$ cat src/hw/rtl/wsd_pkg.sv
// Shared types and constants for the WebSocket frame deframer.
package wsd_pkg;

  // Frame parsing phase
  typedef enum logic [2:0] {
    PH_HDR0 = 3'd0,
    PH_HDR1 = 3'd1,
    PH_EXT  = 3'd2,
    PH_KEY  = 3'd3,
    PH_DATA = 3'd4
  } phase_t;

  // Second header byte fields
  localparam int unsigned MASK_BIT = 7;
  localparam logic [6:0] LEN_EXT16 = 7'd126;
  localparam logic [6:0] LEN_EXT64 = 7'd127;

  // Byte counts of the extended length and key fields
  localparam logic [3:0] EXT16_BYTES = 4'd2;
  localparam logic [3:0] EXT64_BYTES = 4'd8;
  localparam logic [3:0] KEY_BYTES   = 4'd4;

  // One result beat
  typedef struct packed {
    logic [7:0] out_byte;
    logic       last_of_frame;
    logic       empty_frame;
  } result_t;

endpackage

$ cat src/hw/rtl/wsd_rx_if.sv
// Received byte stream channel.
interface wsd_rx_if;
  logic       valid;
  logic       ready;
  logic [7:0] in_byte;

  modport source (output valid, output in_byte, input ready);
  modport sink   (input valid, input in_byte, output ready);
endinterface

$ cat src/hw/rtl/wsd_pl_if.sv
// Unmasked payload result channel.
interface wsd_pl_if;
  logic       valid;
  logic       ready;
  logic [7:0] out_byte;
  logic       last_of_frame;
  logic       empty_frame;

  modport source (output valid, output out_byte, output last_of_frame,
                  output empty_frame, input ready);
  modport sink   (input valid, input out_byte, input last_of_frame,
                  input empty_frame, output ready);
endinterface

$ cat src/hw/rtl/wsd_in_reg.sv
// Input register stage: holds one received byte until the parser consumes it.
module wsd_in_reg
  import wsd_pkg::*;
(
  input  logic       clk,
  input  logic       rst,
  wsd_rx_if.sink     rx,
  input  logic       go,
  output logic       hold_valid,
  output logic [7:0] hold_byte
);

  // Free when empty or when the held beat moves on this cycle
  assign rx.ready = !hold_valid || go;

  always_ff @(posedge clk) begin
    if (rst) begin
      hold_valid <= 1'b0;
    end else if (rx.ready) begin
      hold_valid <= rx.valid;
    end
  end

  always_ff @(posedge clk) begin
    if (rx.ready && rx.valid) begin
      hold_byte <= rx.in_byte;
    end
  end

endmodule

$ cat src/hw/rtl/wsd_parser.sv
// Frame header parser and payload unmasking with the per-frame state.
module wsd_parser
  import wsd_pkg::*;
(
  input  logic       clk,
  input  logic       rst,
  input  logic       go,
  input  logic [7:0] in_byte,
  output logic       res_valid,
  output result_t    res
);

  phase_t      phase, phase_next;
  logic [3:0]  ext_count, ext_count_next;
  logic [63:0] remaining_length, remaining_length_next;
  logic        key_present, key_present_next;
  logic [31:0] key_bytes, key_bytes_next;
  logic [1:0]  key_index, key_index_next;

  // Shared datapath terms
  logic [6:0]  hdr_len;
  logic        hdr_ext;
  logic [3:0]  ext_dec;
  logic [63:0] rem_dec;
  logic [63:0] rem_shift;
  logic [7:0]  key_byte;

  assign hdr_len   = in_byte[6:0];
  assign hdr_ext   = (hdr_len == LEN_EXT16) || (hdr_len == LEN_EXT64);
  assign ext_dec   = ext_count - 4'd1;
  assign rem_dec   = remaining_length - 64'd1;
  assign rem_shift = {remaining_length[55:0], in_byte};

  // Key byte at the payload offset, first key byte in the top lane
  always_comb begin
    case (key_index)
      2'd0:    key_byte = key_bytes[31:24];
      2'd1:    key_byte = key_bytes[23:16];
      2'd2:    key_byte = key_bytes[15:8];
      default: key_byte = key_bytes[7:0];
    endcase
  end

  // Next state
  always_comb begin
    phase_next            = phase;
    ext_count_next        = ext_count;
    remaining_length_next = remaining_length;
    key_present_next      = key_present;
    key_bytes_next        = key_bytes;
    key_index_next        = key_index;
    unique case (phase)
      PH_HDR1: begin
        key_present_next = in_byte[MASK_BIT];
        key_index_next   = 2'd0;
        if (hdr_ext) begin
          remaining_length_next = 64'd0;
          phase_next            = PH_EXT;
          ext_count_next        = (hdr_len == LEN_EXT16) ? EXT16_BYTES : EXT64_BYTES;
        end else begin
          remaining_length_next = {57'd0, hdr_len};
          if (in_byte[MASK_BIT]) begin
            phase_next     = PH_KEY;
            ext_count_next = KEY_BYTES;
            key_bytes_next = 32'd0;
          end else begin
            phase_next = (hdr_len == 7'd0) ? PH_HDR0 : PH_DATA;
          end
        end
      end
      PH_EXT: begin
        remaining_length_next = rem_shift;
        ext_count_next        = ext_dec;
        if (ext_dec == 4'd0) begin
          if (key_present) begin
            phase_next     = PH_KEY;
            ext_count_next = KEY_BYTES;
            key_bytes_next = 32'd0;
          end else begin
            phase_next = (rem_shift == 64'd0) ? PH_HDR0 : PH_DATA;
          end
        end
      end
      PH_KEY: begin
        key_bytes_next = {key_bytes[23:0], in_byte};
        ext_count_next = ext_dec;
        if (ext_dec == 4'd0) begin
          phase_next = (remaining_length == 64'd0) ? PH_HDR0 : PH_DATA;
        end
      end
      PH_DATA: begin
        key_index_next        = key_index + 2'd1;
        remaining_length_next = rem_dec;
        if (rem_dec == 64'd0) begin
          phase_next = PH_HDR0;
        end
      end
      default: begin
        phase_next = PH_HDR1;
      end
    endcase
  end

  // Result for the current byte
  always_comb begin
    res_valid = 1'b0;
    res       = '0;
    unique case (phase)
      PH_HDR1: begin
        if (!hdr_ext && !in_byte[MASK_BIT] && hdr_len == 7'd0) begin
          res_valid         = 1'b1;
          res.last_of_frame = 1'b1;
          res.empty_frame   = 1'b1;
        end
      end
      PH_EXT: begin
        if (ext_dec == 4'd0 && !key_present && rem_shift == 64'd0) begin
          res_valid         = 1'b1;
          res.last_of_frame = 1'b1;
          res.empty_frame   = 1'b1;
        end
      end
      PH_KEY: begin
        if (ext_dec == 4'd0 && remaining_length == 64'd0) begin
          res_valid         = 1'b1;
          res.last_of_frame = 1'b1;
          res.empty_frame   = 1'b1;
        end
      end
      PH_DATA: begin
        res_valid         = 1'b1;
        res.out_byte      = key_present ? (in_byte ^ key_byte) : in_byte;
        res.last_of_frame = (rem_dec == 64'd0);
      end
      default: begin
        res_valid = 1'b0;
      end
    endcase
  end

  always_ff @(posedge clk) begin
    if (rst) begin
      phase            <= PH_HDR0;
      ext_count        <= 4'd0;
      remaining_length <= 64'd0;
      key_present      <= 1'b0;
      key_bytes        <= 32'd0;
      key_index        <= 2'd0;
    end else if (go) begin
      phase            <= phase_next;
      ext_count        <= ext_count_next;
      remaining_length <= remaining_length_next;
      key_present      <= key_present_next;
      key_bytes        <= key_bytes_next;
      key_index        <= key_index_next;
    end
  end

endmodule

$ cat src/hw/rtl/wsd_out_reg.sv
// Result register driving the payload channel.
module wsd_out_reg
  import wsd_pkg::*;
(
  input  logic     clk,
  input  logic     rst,
  input  logic     load,
  input  result_t  res,
  output logic     free,
  wsd_pl_if.source pl
);

  result_t held;

  // Room for a new beat when empty or when the held beat leaves now
  assign free = !pl.valid || pl.ready;

  always_ff @(posedge clk) begin
    if (rst) begin
      pl.valid <= 1'b0;
    end else if (free) begin
      pl.valid <= load;
    end
  end

  always_ff @(posedge clk) begin
    if (free && load) begin
      held <= res;
    end
  end

  assign pl.out_byte      = held.out_byte;
  assign pl.last_of_frame = held.last_of_frame;
  assign pl.empty_frame   = held.empty_frame;

endmodule

$ cat src/hw/rtl/websocket_frame_deframer.sv
// Top level of the WebSocket frame deframer.
//
//   port  dir  payload                                  beat means
//   rx    in   in_byte[7:0]                             one received stream byte
//   pl    out  out_byte[7:0], last_of_frame, empty_frame  one payload byte or empty marker
//
// One byte per cycle sustained while pl does not stall: input register, header/unmask logic, result register.
// An rx beat passes the input register and then the result register to its pl beat; header bytes give no beat
// except when they close a zero-length frame.
// rst is synchronous and clears all frame state; the next byte is a first header byte.
// A stall on pl holds the byte in the input register and then back-pressures rx.
module websocket_frame_deframer
  import wsd_pkg::*;
(
  input  logic     clk,
  input  logic     rst,
  wsd_rx_if.sink   rx,
  wsd_pl_if.source pl
);

  logic       hold_valid;
  logic [7:0] hold_byte;
  logic       res_valid;
  result_t    res;
  logic       free;
  logic       go;

  // A held byte moves on unless it has a result with nowhere to go
  assign go = hold_valid && (!res_valid || free);

  wsd_in_reg u_in_reg (
    .clk        (clk),
    .rst        (rst),
    .rx         (rx),
    .go         (go),
    .hold_valid (hold_valid),
    .hold_byte  (hold_byte)
  );

  wsd_parser u_parser (
    .clk       (clk),
    .rst       (rst),
    .go        (go),
    .in_byte   (hold_byte),
    .res_valid (res_valid),
    .res       (res)
  );

  wsd_out_reg u_out_reg (
    .clk  (clk),
    .rst  (rst),
    .load (go && res_valid),
    .res  (res),
    .free (free),
    .pl   (pl)
  );

endmodule

$ cat src/flat_wrapper.sv
// flat-port wrapper written by rule: the top's interface ports become plain ports
module websocket_frame_deframer_flat import wsd_pkg::*;
  (clk, rst, rx_valid, rx_in_byte, rx_ready, pl_valid, pl_out_byte, pl_last_of_frame, pl_empty_frame, pl_ready);
  wsd_rx_if rx_i ();
  wsd_pl_if pl_i ();
  input  logic clk;
  input  logic rst;
  input wire logic [$bits(rx_i.valid)-1:0] rx_valid;
  input wire logic [$bits(rx_i.in_byte)-1:0] rx_in_byte;
  output wire logic [$bits(rx_i.ready)-1:0] rx_ready;
  output wire logic [$bits(pl_i.valid)-1:0] pl_valid;
  output wire logic [$bits(pl_i.out_byte)-1:0] pl_out_byte;
  output wire logic [$bits(pl_i.last_of_frame)-1:0] pl_last_of_frame;
  output wire logic [$bits(pl_i.empty_frame)-1:0] pl_empty_frame;
  input wire logic [$bits(pl_i.ready)-1:0] pl_ready;
  assign rx_i.valid = rx_valid;
  assign rx_i.in_byte = rx_in_byte;
  assign rx_ready = rx_i.ready;
  assign pl_valid = pl_i.valid;
  assign pl_out_byte = pl_i.out_byte;
  assign pl_last_of_frame = pl_i.last_of_frame;
  assign pl_empty_frame = pl_i.empty_frame;
  assign pl_i.ready = pl_ready;
  websocket_frame_deframer u_core (.clk(clk), .rst(rst), .rx(rx_i), .pl(pl_i));
endmodule
$ cat config.mk
export PLATFORM = sky130hd
export DESIGN_NAME = websocket_frame_deframer_flat
export DESIGN_NICKNAME = d
export VERILOG_FILES = /design/src/hw/rtl/wsd_pkg.sv /design/src/hw/rtl/wsd_rx_if.sv /design/src/hw/rtl/wsd_pl_if.sv /design/src/hw/rtl/wsd_in_reg.sv /design/src/hw/rtl/wsd_parser.sv /design/src/hw/rtl/wsd_out_reg.sv /design/src/hw/rtl/websocket_frame_deframer.sv /design/src/flat_wrapper.sv
export SDC_FILE = /design/constraint.sdc
export NUM_CORES = 1
export LEC_CHECK = 0
export BUFFER_PORTS_ARGS = -buffer_cell sky130_fd_sc_hd__buf_2
export CAP_MARGIN = 20
export CORE_MARGIN = 4
export CORE_UTILIZATION = 45
export CTS_CLUSTER_DIAMETER = 50
export DETAILED_ROUTE_END_ITERATION = 10
export GPL_TIMING_DRIVEN = 0
export PLACE_DENSITY = 0.64
export REMOVE_ABC_BUFFERS = 1
export SLEW_MARGIN = 5
export SYNTH_ARGS = -nofsm -noshare
export SYNTH_HDL_FRONTEND = slang
export SYNTH_SLANG_ARGS = --single-unit
$ cat constraint.sdc
create_clock -name clk -period 7 [get_ports clk]
set_clock_uncertainty 0.2 [all_clocks]
set_input_delay 0 -clock clk [delete_from_list [all_inputs] [get_ports clk]]
set_output_delay 0 -clock clk [all_outputs]
set_load 0.02 [all_outputs]
==> key figures <==
Run status
  • Outcome: complete, no violations

Yosys
  • Yosys warnings: 0
  • #FFs+latches synth: 126
  • Register area share after synthesis: 34.6%
  • Cell Area, Synth: 7820 um2
  • Post-synth EDFFs: 18
  • Cell count after synthesis: 1029
  • Synth top area cells: dfxtp_1 28%, edfxtp_1 6.9%, nor2_1 6.2%, nand2_1 5.6%, a21oi_1 4.8%
  • Area leader, netlist: dfxtp_1
  • Post-synth top area share: 27.7%
  • Async SR Flop Fraction: 0%
  • Syn avg cell area: 7.60 um2
  • Netlist cell types: 71
  • Prevailing post-synth register cell: dfxtp_1

STA
  • Max transition margin: 30.6%
  • Final hold vios: 0
  • Final Cycle Share: 63.7%
  • Fin. max-slew vios: 0
  • Setup Viol. Count Final: 0
  • Slew @ Worst Pin: 1.04 ns
  • Tmin final: 4.46 ns
  • Unrepaired setup endpoints after global routing: no
  • Max Clock Freq: 0.224 GHz

Clock tree
  • H-Tree Depth: 4
  • Worst skew pair latency: 0.44 ns
  • Post-CTS resize count: 0
  • Worst-path clk slew: 0.06 ns
  • Num CTS Buffers: 17
  • Cts hold-fix bufs: 12
  • CTS tree: built
  • Clk root buf: clkbuf_16
  • Post-CTS Setup Bufs: 0
  • Clock sinks: 126
  • Worst-case clock buffer depth: 2

Global route
  • Gr usage total: 24.2%
  • Number of global-route vias before repair: 7160
  • GRT overflow: 0
  • Largest net degree at the start of global routing: 59
  • Initial antenna violation count: 0
  • First-pass GRT wire length: 39.0 mm

Critical path
  • Critical path data arrival time: 4.56 ns
  • CP delay by family, top: simple AND/OR/NAND/NOR gates
  • CP Cell Sequence: inv_1 -> ha_1 -> nor3b_1 -> nand4_1 -> nor3_2 -> a21boi_0 -> nor4_1 -> nand4_1 -> or4_1 -> nor3_1 -> nand2b_1
  • Critical path's most frequent cell: nand4_1
  • Crit-path max FO: 8
  • Worst path max stage delay: 0.82 ns
  • Critical path data required time: 7.10 ns
  • Reg-to-reg slack, setup: 2.54 ns
  • Capturing element type of the critical path: flop
  • CP Buf/Inv Count: 1
  • CP Class: reg -> reg
  • Slowest cell on crit path: nor3b_1
  • Crit path launch type: flop

Place
  • Inst Count DP: 1192
  • RD Place Congestion: 0.895
  • Port Buffer Count: 23
  • Hpwl dp: 16.1 mm

Layout
  • Final nets: 1026
  • Fraction of layout cells with a size suffix above 1: 9.63%
  • Most common cell after layout, fill and taps aside: nor2_1
  • Final Util: 52.5%
  • # diodes: 0
  • Most frequent cells in the layout: 128 x nor2_1, 116 x nand2_1, 108 x dfxtp_1
  • Finished Layout Cells: 1238
  • Fill count: 1608
  • Area growth syn-to-layout: 12.9%

Power
  • Peak supply drop: 0.000180 V
  • Final Power: 0.00229 W
  • Leak Pwr: 3.03 nW
  • PD cells: 259 nW/um2

Floorplanning
  • Core area: 16800 um2
  • I/O Pins: 24
  • Initial core utilization: 46.5%
  • Row count: 47
  • Width of the chip: 140 um
  • Die height: 140 um
  • Full die area: 19500 um2

Route
  • DR WL/cell: 19.2 um
  • Antenna-violating nets left: 0
  • Routed vias/inst: 6.33
  • DRT Wirelength: 23.8 mm
  • Routed via count: 7840
  • Detailed Routing Iterations Pass 1: 7
  • DRC: 0
  • Iter 0 DRT Violations: 872

Min path
  • Worst Hold Class: in -> reg

Flow run
  • Max Cap Viol: 0
## cells by family (layout without fill, tap and decap cells)
kind of cell | after synthesis | in the layout | share of synthesized area, %
xor gates and xnor gates | 48 | 48 | 5.38
buffers and inverters | 113 | 102 | 5.95
and+or+nand+nor | 460 | 460 | 29.4
DFF | 126 | 126 | 34.6
AOI/OAI and AO/OA | 271 | 271 | 23.0
adders and majority gates | 9 | 9 | 1.44
muxes | 2 | 2 | 0.256
## power breakdown
part           internal, W  switching [W]  total (W)
logic             0.000232       0.000406   0.000638
registers         0.000756      0.0000437   0.000799
clock network     0.000475       0.000376   0.000851
## synthesized netlist by cell type, drive strengths merged, types with 18 or more instances
master and n:
a22oi 23, o21ai 65, a21oi 76, edfxtp 18, buf 23, xor2 21
xnor2 27, a211oi 20, nor2 129, a221oi 20, nor3 54, inv 19
nand3 51, clkbuf 71, nor4 31, dfxtp 108, nand2 116
## metrics by stage
step | area, um2 | hold WS (ns) | setup slack (ns) | TNS, ns
finish | 8830 | 0.0771 | 2.54 | 0
global route | 8830 | 0.0684 | 2.30 | 0
CTS | 8770 | 0.0640 | 2.44 | 0
detailed placement | 8090 | -0.0219 | 2.48 | 0
global placement | 7810 | -0.0227 | -7.05 | -398.35
floorplan | 7420 | -0.131 | -1.78 | -82.67
## state kept, by name, indices dropped and copies added (netlist names)
register,count
u_core.u_in_reg.hold_byte,8
u_core.u_in_reg.hold_valid,1
u_core.u_out_reg.pl.empty_frame,1
u_core.u_out_reg.pl.last_of_frame,1
u_core.u_out_reg.pl.out_byte,8
u_core.u_out_reg.pl.valid,1
u_core.u_parser.ext_count,4
u_core.u_parser.key_bytes,32
u_core.u_parser.key_index,2
u_core.u_parser.key_present,1
u_core.u_parser.phase,3
u_core.u_parser.remaining_length,64
## routing by layer
layer  vias to the layer above  part of all wire [%]  track usage (%)
li1                       3744                     -                -
met1                      3726                    46             34.7
met2                       335                    45             36.9
met3                        35                   7.4             5.28
met4                         0                   1.7             6.88
met5                         -                     0                0
## worst paths after layout
path / from / end / cells past startpoint
max reg2reg: u_core.u_parser.remaining_length[0] / u_core.u_out_reg.pl.last_of_frame / 11
max: u_core.u_parser.remaining_length[0] / u_core.u_out_reg.pl.last_of_frame / 11
min: rx_in_byte[6] / u_core.u_in_reg.hold_byte[6] / 2
min reg2reg: u_core.u_parser.key_bytes[24] / u_core.u_parser.key_bytes[24] / 2
## final cells by class
cell class              instances  area (um2)  share of cell area (%)
clock buffers                  18         439                    4.98
clock inverters                14         123                    1.39
inverters                      19        71.3                   0.808
multi-input cells             790        4690                    53.1
flip-flops and latches        126        2700                    30.6
well taps                     220         275                    3.12
repair buffers                 51         526                    5.95
No activity file was read; power rests on OpenSTA's default activity.
